`src/rtl/gmsb_pkg.sv`:
```
package gmsb_pkg;

    localparam int KIND_W = 2;
    localparam int DIST_W = 6;

    // Cell contents; the fourth code is an obstacle and is never entered
    localparam logic [KIND_W-1:0] KIND_EMPTY = 2'd0;
    localparam logic [KIND_W-1:0] KIND_BLACK = 2'd1;
    localparam logic [KIND_W-1:0] KIND_WHITE = 2'd2;

    typedef logic [2:0]        t_dir;
    typedef logic signed [1:0] t_step;

    // King-move offsets, scanned in a fixed order
    function automatic t_step step_row(input t_dir k);
        case (k) inside
            3'd0, 3'd1, 3'd2: step_row = -2'sd1;
            3'd3, 3'd4:       step_row = 2'sd0;
            default:          step_row = 2'sd1;
        endcase
    endfunction

    function automatic t_step step_col(input t_dir k);
        case (k) inside
            3'd0, 3'd3, 3'd5: step_col = -2'sd1;
            3'd1, 3'd6:       step_col = 2'sd0;
            default:          step_col = 2'sd1;
        endcase
    endfunction

endpackage

```
`src/rtl/gmsb_in_if.sv`:
```
interface gmsb_in_if;
    logic                      valid;
    logic                      ready;
    logic [gmsb_pkg::KIND_W-1:0] cell_kind;
    logic                      last_cell;

    modport source (output valid, output cell_kind, output last_cell, input ready);
    modport sink (input valid, input cell_kind, input last_cell, output ready);
endinterface

```
`src/rtl/gmsb_out_if.sv`:
```
interface gmsb_out_if;
    logic                      valid;
    logic                      ready;
    logic [gmsb_pkg::DIST_W-1:0] step_distance;
    logic                      reachable;
    logic                      last_result;

    modport source (output valid, output step_distance, output reachable,
                    output last_result, input ready);
    modport sink (input valid, input step_distance, input reachable,
                  input last_result, output ready);
endinterface

```
`src/rtl/grid_multi_source_bfs_distance_unit.sv`:
```
// Multi-source king-move distance over a GRID_SIDE x GRID_SIDE grid.
// i_cell: one cell per transaction in row-major order; last_cell starts the
// search. o_result: one transaction per cell, row-major, last_result on the
// final cell. i_cfg_we/i_cfg_wdata set the seed colour (0 black, 1 white).
// Loading accepts one cell per cycle; i_cell.ready is high only while loading.
// After the last cell: a seed scan of the whole grid through the grid memory
// read port, then for each queued cell a queue pop, a distance read, probes of
// the eight neighbours through the one grid port, and a drain step when the
// last probe lands on the grid; then a final empty-queue check, and for each
// result a distance memory read and an output register load.
// Reset clears the sequencer, queue pointers, reached flags, seed colour and
// load position; grid contents are undefined until loaded.
// A stalled receiver holds the output register and pauses emission; the
// next grid may start loading while the final result still waits.
module grid_multi_source_bfs_distance_unit #(
    parameter int GRID_SIDE = 8
) (
    input  logic              i_clk,
    input  logic              i_rst_n,
    input  logic              i_cfg_we,
    input  logic              i_cfg_wdata,
    gmsb_in_if.sink           i_cell,
    gmsb_out_if.source        o_result
);

    localparam int CELLS = GRID_SIDE * GRID_SIDE;
    localparam int RC_W  = $clog2(GRID_SIDE);
    localparam int A_W   = 2 * RC_W;
    localparam int DEPTH = 1 << A_W;
    localparam int QA_W  = $clog2(CELLS);
    localparam int CNT_W = $clog2(CELLS + 1);
    localparam logic [RC_W-1:0] LAST_RC = RC_W'(GRID_SIDE - 1);
    localparam logic [RC_W:0]   SIDE_X  = (RC_W + 1)'(GRID_SIDE);

    typedef enum logic [6:0] {
        ST_LOAD    = 7'b0000001,
        ST_SEED    = 7'b0000010,
        ST_POP     = 7'b0000100,
        ST_CUR     = 7'b0001000,
        ST_NEIGH   = 7'b0010000,
        ST_EMIT_RD = 7'b0100000,
        ST_EMIT_WR = 7'b1000000
    } t_state;

    t_state r_state, n_state;

    logic                          r_src_colour;
    logic [RC_W-1:0]               r_row, r_col;
    logic [RC_W-1:0]               n_row, n_col;
    logic [DEPTH-1:0]              r_reached;
    logic [CNT_W-1:0]              r_head, r_tail;
    gmsb_pkg::t_dir                r_dir;
    logic [A_W-1:0]                r_cur;
    logic                          r_tst_vld, r_tst_seed;
    logic [A_W-1:0]                r_tst_addr;

    logic [gmsb_pkg::KIND_W-1:0]   r_grid_mem [DEPTH];
    logic [gmsb_pkg::KIND_W-1:0]   r_grid_rd;
    logic [gmsb_pkg::DIST_W-1:0]   r_dist_mem [DEPTH];
    logic [gmsb_pkg::DIST_W-1:0]   r_dist_rd;
    logic [A_W-1:0]                r_queue_mem [CELLS];
    logic [A_W-1:0]                r_queue_rd;

    logic                          r_out_vld, r_out_reach, r_out_last;
    logic [gmsb_pkg::DIST_W-1:0]   r_out_dist;

    logic                          w_in_acc, w_out_free, w_pos_last, w_push;
    logic                          w_q_empty, w_nb_ok, w_emit;
    logic [A_W-1:0]                w_pos, w_nb_addr, w_grid_raddr, w_dist_raddr;
    logic [gmsb_pkg::KIND_W-1:0]   w_seed_kind;
    logic [gmsb_pkg::DIST_W-1:0]   w_dist_wdata;
    gmsb_pkg::t_step               w_dr, w_dc;
    logic signed [RC_W+1:0]        w_nr, w_nc;

    assign i_cell.ready           = (r_state == ST_LOAD);
    assign o_result.valid         = r_out_vld;
    assign o_result.step_distance = r_out_dist;
    assign o_result.reachable     = r_out_reach;
    assign o_result.last_result   = r_out_last;

    assign w_in_acc   = i_cell.valid && i_cell.ready;
    assign w_out_free = !r_out_vld || o_result.ready;
    assign w_emit     = (r_state == ST_EMIT_WR) && w_out_free;
    assign w_pos      = {r_row, r_col};
    assign w_pos_last = (r_row == LAST_RC) && (r_col == LAST_RC);
    assign w_q_empty  = (r_head == r_tail);

    // Raster position shared by load, seed scan and emission
    always_comb begin
        if (r_col == LAST_RC) begin
            n_col = '0;
            n_row = (r_row == LAST_RC) ? '0 : r_row + 1'b1;
        end else begin
            n_col = r_col + 1'b1;
            n_row = r_row;
        end
    end

    // Neighbour of the current cell in direction r_dir
    always_comb begin
        w_dr      = gmsb_pkg::step_row(r_dir);
        w_dc      = gmsb_pkg::step_col(r_dir);
        w_nr      = $signed({2'b00, r_cur[A_W-1:RC_W]}) + (RC_W + 2)'(w_dr);
        w_nc      = $signed({2'b00, r_cur[RC_W-1:0]}) + (RC_W + 2)'(w_dc);
        w_nb_ok   = !w_nr[RC_W+1] && (w_nr[RC_W:0] < SIDE_X) &&
                    !w_nc[RC_W+1] && (w_nc[RC_W:0] < SIDE_X);
        w_nb_addr = {w_nr[RC_W-1:0], w_nc[RC_W-1:0]};
    end

    assign w_seed_kind  = r_src_colour ? gmsb_pkg::KIND_WHITE : gmsb_pkg::KIND_BLACK;
    assign w_grid_raddr = (r_state == ST_SEED) ? w_pos : w_nb_addr;
    assign w_dist_raddr = (r_state == ST_CUR) ? r_queue_rd : w_pos;
    assign w_dist_wdata = r_tst_seed ? '0 : r_dist_rd + 1'b1;

    // Test stage: the probed cell joins the wavefront if it holds the seed colour (seed scan) or is empty and unreached
    assign w_push = r_tst_vld &&
                    (r_tst_seed ? (r_grid_rd == w_seed_kind)
                                : (r_grid_rd == gmsb_pkg::KIND_EMPTY &&
                                   !r_reached[r_tst_addr]));

    always_comb begin
        n_state = r_state;
        unique case (r_state)
            ST_LOAD: begin
                if (w_in_acc && i_cell.last_cell) n_state = ST_SEED;
            end
            ST_SEED: begin
                if (w_pos_last) n_state = ST_POP;
            end
            ST_POP: begin
                // wait for the pending probe so the empty check sees its push
                if (!r_tst_vld) n_state = w_q_empty ? ST_EMIT_RD : ST_CUR;
            end
            ST_CUR:     n_state = ST_NEIGH;
            ST_NEIGH: begin
                if (r_dir == 3'd7) n_state = ST_POP;
            end
            ST_EMIT_RD: n_state = ST_EMIT_WR;
            ST_EMIT_WR: begin
                if (w_out_free) n_state = w_pos_last ? ST_LOAD : ST_EMIT_RD;
            end
            default:    n_state = ST_LOAD;
        endcase
    end

    always_ff @(posedge i_clk) begin
        if (!i_rst_n) begin
            r_state      <= ST_LOAD;
            r_src_colour <= 1'b0;
            r_row        <= '0;
            r_col        <= '0;
            r_reached    <= '0;
            r_head       <= '0;
            r_tail       <= '0;
            r_dir        <= '0;
            r_tst_vld    <= 1'b0;
            r_out_vld    <= 1'b0;
        end else begin
            r_state <= n_state;
            if (i_cfg_we) r_src_colour <= i_cfg_wdata;

            if (w_in_acc) begin
                if (i_cell.last_cell) begin
                    r_row     <= '0;
                    r_col     <= '0;
                    r_reached <= '0;
                    r_head    <= '0;
                    r_tail    <= '0;
                end else begin
                    r_row <= n_row;
                    r_col <= n_col;
                end
            end else if (r_state == ST_SEED || w_emit) begin
                r_row <= n_row;
                r_col <= n_col;
            end

            if (w_push) begin
                r_reached[r_tst_addr] <= 1'b1;
                r_tail                <= r_tail + 1'b1;
            end
            if (r_state == ST_POP && !r_tst_vld && !w_q_empty) r_head <= r_head + 1'b1;

            if (r_state == ST_CUR) r_dir <= '0;
            else if (r_state == ST_NEIGH) r_dir <= r_dir + 1'b1;

            r_tst_vld <= (r_state == ST_SEED) || (r_state == ST_NEIGH && w_nb_ok);

            if (w_emit) r_out_vld <= 1'b1;
            else if (o_result.ready) r_out_vld <= 1'b0;
        end
    end

    // Payload registers
    always_ff @(posedge i_clk) begin
        r_tst_seed <= (r_state == ST_SEED);
        r_tst_addr <= w_grid_raddr;
        if (r_state == ST_CUR) r_cur <= r_queue_rd;
        if (w_emit) begin
            r_out_reach <= r_reached[w_pos];
            r_out_dist  <= r_reached[w_pos] ? r_dist_rd : '0;
            r_out_last  <= w_pos_last;
        end
    end

    // Grid memory: written while loading, probed during the search
    always_ff @(posedge i_clk) begin
        if (w_in_acc) r_grid_mem[w_pos] <= i_cell.cell_kind;
        if (r_state == ST_SEED || (r_state == ST_NEIGH && w_nb_ok)) begin
            r_grid_rd <= r_grid_mem[w_grid_raddr];
        end
    end

    // Distance memory: unreached entries are masked by r_reached on the way out
    always_ff @(posedge i_clk) begin
        if (w_push) r_dist_mem[r_tst_addr] <= w_dist_wdata;
        if (r_state == ST_CUR || r_state == ST_EMIT_RD) begin
            r_dist_rd <= r_dist_mem[w_dist_raddr];
        end
    end

    // Frontier queue: each cell is pushed at most once, so it never overflows
    always_ff @(posedge i_clk) begin
        if (w_push) r_queue_mem[r_tail[QA_W-1:0]] <= r_tst_addr;
        if (r_state == ST_POP && !r_tst_vld && !w_q_empty) begin
            r_queue_rd <= r_queue_mem[r_head[QA_W-1:0]];
        end
    end

`ifndef SYNTH
    a_head_le_tail: assert property (@(posedge i_clk) disable iff (!i_rst_n)
        r_head <= r_tail)
        else $error("frontier queue read past its tail");

    a_push_fresh: assert property (@(posedge i_clk) disable iff (!i_rst_n)
        w_push |-> !r_reached[r_tst_addr])
        else $error("cell entered the wavefront twice");

    a_busy_after_last: assert property (@(posedge i_clk) disable iff (!i_rst_n)
        (w_in_acc && i_cell.last_cell) |=> !i_cell.ready)
        else $error("input taken while the search is starting");
`endif

endmodule

```
`src/flat_wrapper.sv`:
```
// flat-port wrapper written by rule: the top's interface ports become plain ports
module grid_multi_source_bfs_distance_unit_flat 
#(
    parameter int GRID_SIDE = 8
)
  (i_clk, i_rst_n, i_cfg_we, i_cfg_wdata, i_cell_valid, i_cell_cell_kind, i_cell_last_cell, i_cell_ready, o_result_valid, o_result_step_distance, o_result_reachable, o_result_last_result, o_result_ready);
  gmsb_in_if i_cell_i ();
  gmsb_out_if o_result_i ();
  input  logic i_clk;
  input  logic i_rst_n;
  input  logic i_cfg_we;
  input  logic i_cfg_wdata;
  input wire logic [$bits(i_cell_i.valid)-1:0] i_cell_valid;
  input wire logic [$bits(i_cell_i.cell_kind)-1:0] i_cell_cell_kind;
  input wire logic [$bits(i_cell_i.last_cell)-1:0] i_cell_last_cell;
  output wire logic [$bits(i_cell_i.ready)-1:0] i_cell_ready;
  output wire logic [$bits(o_result_i.valid)-1:0] o_result_valid;
  output wire logic [$bits(o_result_i.step_distance)-1:0] o_result_step_distance;
  output wire logic [$bits(o_result_i.reachable)-1:0] o_result_reachable;
  output wire logic [$bits(o_result_i.last_result)-1:0] o_result_last_result;
  input wire logic [$bits(o_result_i.ready)-1:0] o_result_ready;
  assign i_cell_i.valid = i_cell_valid;
  assign i_cell_i.cell_kind = i_cell_cell_kind;
  assign i_cell_i.last_cell = i_cell_last_cell;
  assign i_cell_ready = i_cell_i.ready;
  assign o_result_valid = o_result_i.valid;
  assign o_result_step_distance = o_result_i.step_distance;
  assign o_result_reachable = o_result_i.reachable;
  assign o_result_last_result = o_result_i.last_result;
  assign o_result_i.ready = o_result_ready;
  grid_multi_source_bfs_distance_unit #(.GRID_SIDE(GRID_SIDE)) u_core (.i_clk(i_clk), .i_rst_n(i_rst_n), .i_cfg_we(i_cfg_we), .i_cfg_wdata(i_cfg_wdata), .i_cell(i_cell_i), .o_result(o_result_i));
endmodule
```
`config.mk`:
```
export PLATFORM = sky130hd
export DESIGN_NAME = grid_multi_source_bfs_distance_unit_flat
export DESIGN_NICKNAME = d
export VERILOG_FILES = /design/src/rtl/gmsb_pkg.sv /design/src/rtl/gmsb_in_if.sv /design/src/rtl/gmsb_out_if.sv /design/src/rtl/grid_multi_source_bfs_distance_unit.sv /design/src/flat_wrapper.sv
export SDC_FILE = /design/constraint.sdc
export NUM_CORES = 1
export LEC_CHECK = 0
export BUFFER_PORTS_ARGS = -buffer_cell sky130_fd_sc_hd__buf_2
export CORE_UTILIZATION = 30
export DETAILED_ROUTE_END_ITERATION = 8
export GPL_ROUTABILITY_DRIVEN = 0
export PLACE_DENSITY = 0.5
export SLEW_MARGIN = 40
export SYNTH_ARGS = -nofsm -noshare
export SYNTH_HDL_FRONTEND = slang
export SYNTH_SLANG_ARGS = --single-unit
```
`constraint.sdc`:
```
create_clock -name i_clk -period 5.75 [get_ports i_clk]
set_input_delay 0.2875 -clock i_clk [delete_from_list [all_inputs] [get_ports i_clk]]
set_output_delay 0.2875 -clock i_clk [all_outputs]
set_load 0.01 [all_outputs]
```
# Word level (Yosys, flattened, before mapping)
# Memory sizes are Yosys's and may differ from the RTL's. A register that Yosys moved wholly into a read port is not among the register bits.
# Index checks and enable logic that the tools add are counted.
# Widths: inputs -> output; s select.
# op_classes
n_addsub,8
n_lt_le_gt_ge,5
n_eq_ne,23
muxes,46
bitwise_logic,2
n_reduce_logical,39
# op_table
op,n
$mux 64,4
$or 64x64->64,1
$mux 7,9
$pmux 7 s7,1
$mux 6,5
$mux 3,9
$eq 3x3->1 const B,6
$add 7x1->7 const B,2
$lt 6x7->1 const B,2
$logic_and 1x1->1,13
$bmux 1 s6,2
$mux 1,12
$reduce_bool 2->1,6
$add 4x2->5,2
$add 3x1->3 const B,3
$lt 4x4->1 const B,2
$eq 7x1->1 const B,1
$eq 7x2->1 const B,1
$eq 7x3->1 const B,1
$eq 7x4->1 const B,1
$eq 7x5->1 const B,1
$eq 7x6->1 const B,1
$eq 7x7->1,1
$eq 7x7->1 const B,1
18 further kinds,36
# totals
ff_bits,118
ram_bits,896
input_bits,9
wordCells,142
memories,3
# memory_table
memory,depth,width,read_ports,rd_clocked_by_memory_dff,wr,line_no,source
u_core.r_dist_mem,64,6,1,1,1,grid_multi_source_bfs_distance_unit.sv:59,logic [gmsb_pkg::DIST_W-1:0] r_dist_mem [DEPTH];
u_core.r_queue_mem,64,6,1,1,1,grid_multi_source_bfs_distance_unit.sv:61,logic [A_W-1:0] r_queue_mem [CELLS];
u_core.r_grid_mem,64,2,1,1,1,grid_multi_source_bfs_distance_unit.sv:57,logic [gmsb_pkg::KIND_W-1:0] r_grid_mem [DEPTH];

# Logic depth before layout (Yosys ltp)
# depth
depth_word,11
depth_mapped,16
mapped_depth_nobuf,16

# Worst setup path before layout
# OpenSTA, ideal clock, no wires.
# synth_timing
path_kind,reg-to-reg
from,reg u_core.r_tst_addr[2]
to,"mem u_core.r_queue_mem[45][0] in the netlist's numbering, enable pin"
setup_ns,0.350
arrival_time_ns,3.746
t_required_ns,5.400
path_slack_ns,1.654
stages_incl_launch_ff,11
period_less_slack_ns,4.096
path_cell_list,dfxtp_1 > buf_4 > buf_1 > mux4_2 > mux2i_1 > o221ai_1 > o41ai_4 > buf_6 > buf_6 > nand4b_2 > nor2_1
# synth_between
elab_chain_len,8
# synth_rtl
element,line_no,source
start: declaration,grid_multi_source_bfs_distance_unit.sv:55,logic [A_W-1:0] r_tst_addr;
start signal: assignment,grid_multi_source_bfs_distance_unit.sv:197,r_tst_addr <= w_grid_raddr;
$bmux 1 s6,grid_multi_source_bfs_distance_unit.sv:119,!r_reached[r_tst_addr]));
$mux 1 (not written as such),grid_multi_source_bfs_distance_unit.sv:119,
$logic_not 1->1,grid_multi_source_bfs_distance_unit.sv:119,
$logic_and 1x1->1,grid_multi_source_bfs_distance_unit.sv:118,: (r_grid_rd == gmsb_pkg::KIND_EMPTY &&
$mux 1,grid_multi_source_bfs_distance_unit.sv:117,(r_tst_seed ? (r_grid_rd == w_seed_kind)
$logic_and 1x1->1,grid_multi_source_bfs_distance_unit.sv:116,assign w_push = r_tst_vld &&
$mux 1,grid_multi_source_bfs_distance_unit.sv:224,if (w_push) r_queue_mem[r_tail[QA_W-1:0]] <= r_tst_addr;
$mux 1 (not written as such),grid_multi_source_bfs_distance_unit.sv:224,
end: declaration,grid_multi_source_bfs_distance_unit.sv:61,
# Every way passes these cells. The select of a mux whose other input is x is not followed.

# Worst setup path in the final report
# layout_timing
from,reg u_core.r_tst_addr[1]
to,"mem u_core.r_queue_mem[20][5] in the netlist's numbering, enable pin"
# The elaborated chain is that of the path after synthesis.

==> impl_metrics.tcl <==
set metrics [dict create \
    gr-usage-met3 0.0267 \
    slew_headroom 0.440 \
    synthToLayoutAreaGrowth_pct 14.0 \
    yosysSeqAreaShare 0.697 \
    place_area_um2 45300 \
    p_leak_nw 15.2 \
    critPathSlowestCell "dfxtp_4" \
    critical_path_required_ps 6070 \
    powerDensity_nw_per_um2 312 \
    yosysTopAreaCellShare 0.649 \
    cp.arrival_ps 4950 \
    grt_pass1_vias 24200 \
    cts_tree "done" \
    drive_above_1_share 0.173 \
    vias 24500 \
    tns_ps 0 \
    h-tree-depth 3 \
    ys_top_cells_by_area "edfxtp_1, mux4_2, dfxtp_1, nor2_1, mux2i_1" \
    finalSetupViolations 0 \
    netlist_top_cells_count "edfxtp_1, nor2_1, nand2_1" \
    slew_violations 0 \
    cts_sinks 1028 \
    busiest_layer "met2" \
    yosysMostFrequentCell "edfxtp_1" \
    final_area_um2 48800 \
    grt.overflow.total 0 \
    antenna_found_initial 1 \
    synthCells 2751 \
    max-vdd-ir-drop_uv 209 \
    period_share 0.806 \
    dieArea_um2 144000 \
    hp-start "i_rst_n" \
    final_net_count 2815 \
    max_cap_violations 0 \
    cts.path.max_buffers 3 \
    max_stage_delay_ps 710 \
    fmax_mhz 216 \
    grt.total_usage 0.155 \
    num_rows 138 \
    critPathLaunchType "flop" \
    hold_path_end "u_core.r_state[0]$_SDFFE_PN1P_" \
    path_clk_slew_ps 60 \
    r2r-end "u_core.r_queue_mem[20][5]$_DFFE_PP_" \
    wl_per_cell_um 23.9 \
    rrSetupSlack_ps 1120 \
    first_pass_iters 7 \
    ys_async_sr_fraction 0 \
    clk_latency_ps 700 \
    reg2reg_from "u_core.r_tst_addr[1]$_DFF_P_" \
    drc 0 \
    synth-edff-count 924 \
    portBuffers 18 \
    yosys_register_bits 1028 \
    synth_ff_type "edfxtp_1" \
    via_per_inst 5.14 \
    die_h_um 380 \
    grt_setup_unrepaired "false" \
    start_util 0.302 \
    synth_cell_type_count 77 \
    worst-path-buf-inv 1 \
    critical-path-top-delay-family "simple AND/OR/NAND/NOR gates" \
    hold_depth 2 \
    die_x_um 380 \
    gr-usage-met1 0.221 \
    hold_path_class "primary input to flop" \
    syn_area_um2 42800 \
    grtUsageMet2 0.242 \
    root_buffer "clkbuf_16" \
    io_pins 19 \
    path_cells "nor2b_1, nand2_1, o221a_1, a2111oi_2, o41ai_4, buf_4, nand3_1, nor2_1" \
    yosysWarnings 0 \
    criticalPathCategory "flop to flop" \
    post-route-min-period_ps 4630 \
    critPathCaptureType "flop" \
    yosys.area.top_type "edfxtp_1" \
    dpl.hpwl_mm 72.2 \
    finalHoldViolations 0 \
    reg2reg_depth 8 \
    drt_iter0_drc 2085 \
    path_max_fanout 47 \
    grt_start_max_net_pins 72 \
    grt_pass1_wl_mm 168 \
    cts_made_buffers 100 \
    worst_slew_pin_slew_ps 836 \
    final_antenna_net_count 0 \
    syn_avg_cell_area_um2 15.5 \
    status "completed" \
    core_area_um2 142000 \
    clock_skew_ps 21.2 \
    syn_nets 2782 \
    drt_wl_total_mm 114 \
]
==> per-stage QoR <==
step                hold slack [ps]  std cells  utilization  setup slack, ps  power (mW)
floorplan                       386       2751            -             1650        8.50
detailed placement              458       4564        0.320             1130        8.65
global route                   95.0       4759        0.345              880        15.7
finish                          101       4760        0.345             1120        15.2
CTS                            60.4       4756        0.344             1120        15.4
global placement                454       4559        0.319             1200        8.65
==> where the power goes <==
group	internal, mW	switching [mW]	leakage, nW
sequential	8.06	0.0175	9.17
combinational	0.145	0.274	4.37
clock	3.83	2.90	1.62
total	12.0	3.19	15.2
==> cell usage in the layout (no fill, tap or decap), types with 19 or more instances in the layout <==
cell,synthesis,final
mux4_2,185,185
mux2_2,19,19
ha_1,20,20
mux2i_1,82,82
dfxtp_1,104,94
inv_1,47,47
edfxtp_1,924,924
nand3_1,140,140
o21ai_1,37,34
a21oi_1,40,38
o211ai_1,43,43
nand2b_1,23,23
nor2_1,270,263
o21ai_0,103,103
clkbuf_1,99,19
a31oi_1,31,30
nand2_1,188,187
a211o_1,38,38
buf_4,9,58
and3_1,39,39
a22oi_1,32,32
clkbuf_16,0,104
==> registers in the layout, indices dropped and copies added, names as in the netlist, 6 cells and up <==
register	flops
u_core.r_dist_mem	384
u_core.r_queue_mem	384
u_core.r_grid_mem	128
u_core.r_reached	64
u_core.r_head	7
u_core.r_state	7
u_core.r_tail	7
u_core.o_result.step_distance	6
u_core.r_cur	6
u_core.r_dist_rd	6
u_core.r_queue_rd	6
u_core.r_tst_addr	6
==> area by class of cell <==
type | count | area (µm²)
flip-flops and latches | 1028 | 29900
well taps | 1890 | 2360
clock buffers | 129 | 2730
multi-input cells | 1513 | 12200
diodes | 1 | 2.50
inverters | 49 | 184
fillers | 13500 | 92800
repair buffers | 92 | 803
clock inverters | 58 | 611
==> logic make-up after synthesis <==
| group | synth area share |
|---|---|
| AOI/OAI and AO/OA | 0.0647 |
| DFF | 0.697 |
| muxes | 0.122 |
| adders and majority gates | 0.00679 |
| buffers and inverters | 0.0204 |
| and+or+nand+nor | 0.0853 |
| xor gates and xnor gates | 0.00307 |
==> how the worst max path moves through the flow <==
stage / slack [ps] / endpoint / from / depth (start not counted)
final: 1120 / u_core.r_queue_mem[20][5]$_DFFE_PP_ / u_core.r_tst_addr[1]$_DFF_P_ / 8
after global routing: 880 / u_core.r_queue_mem[52][3]$_DFFE_PP_ / u_core.r_tst_addr[1]$_DFF_P_ / 8
after CTS: 1120 / u_core.r_queue_mem[20][0]$_DFFE_PP_ / u_core.r_tst_addr[1]$_DFF_P_ / 8
after detailed placement: 1130 / u_core.r_queue_mem[20][0]$_DFFE_PP_ / u_core.r_tst_addr[1]$_DFF_P_ / 8
after global placement: 1200 / u_core.r_queue_mem[4][2]$_DFFE_PP_ / u_core.r_tst_addr[1]$_DFF_P_ / 8
after floorplan: 1650 / u_core.r_queue_mem[45][0]$_DFFE_PP_ / u_core.r_tst_addr[2]$_DFF_P_ / 10
==> worst register-to-register path, cell delays in order, from the launching register on <==
cell and delay, ps:
dfxtp_4 710, nor2b_1 340, nand2_1 690, o221a_1 340, a2111oi_2 90, o41ai_4 510, buf_4 340, nand3_1 590
nor2_1 680
==> per-layer routing <==
layer  vias up  wire [µm]  share of wire
li1      10900          -              -
met3       150       7140          0.063
met2       769      53000           0.47
met4         0       2550          0.022
met5         -          0              0
met1     12700      51300           0.45
==> timing repair <==
item | 4_1_cts | 5_1_grt
gates resized for setup | 0 | 0
hold buffers | 5 | 0
endpoints found under the hold margin | 3 | 0
buffers inserted | 0 | 0
No activity file was read; power rests on OpenSTA's default activity.
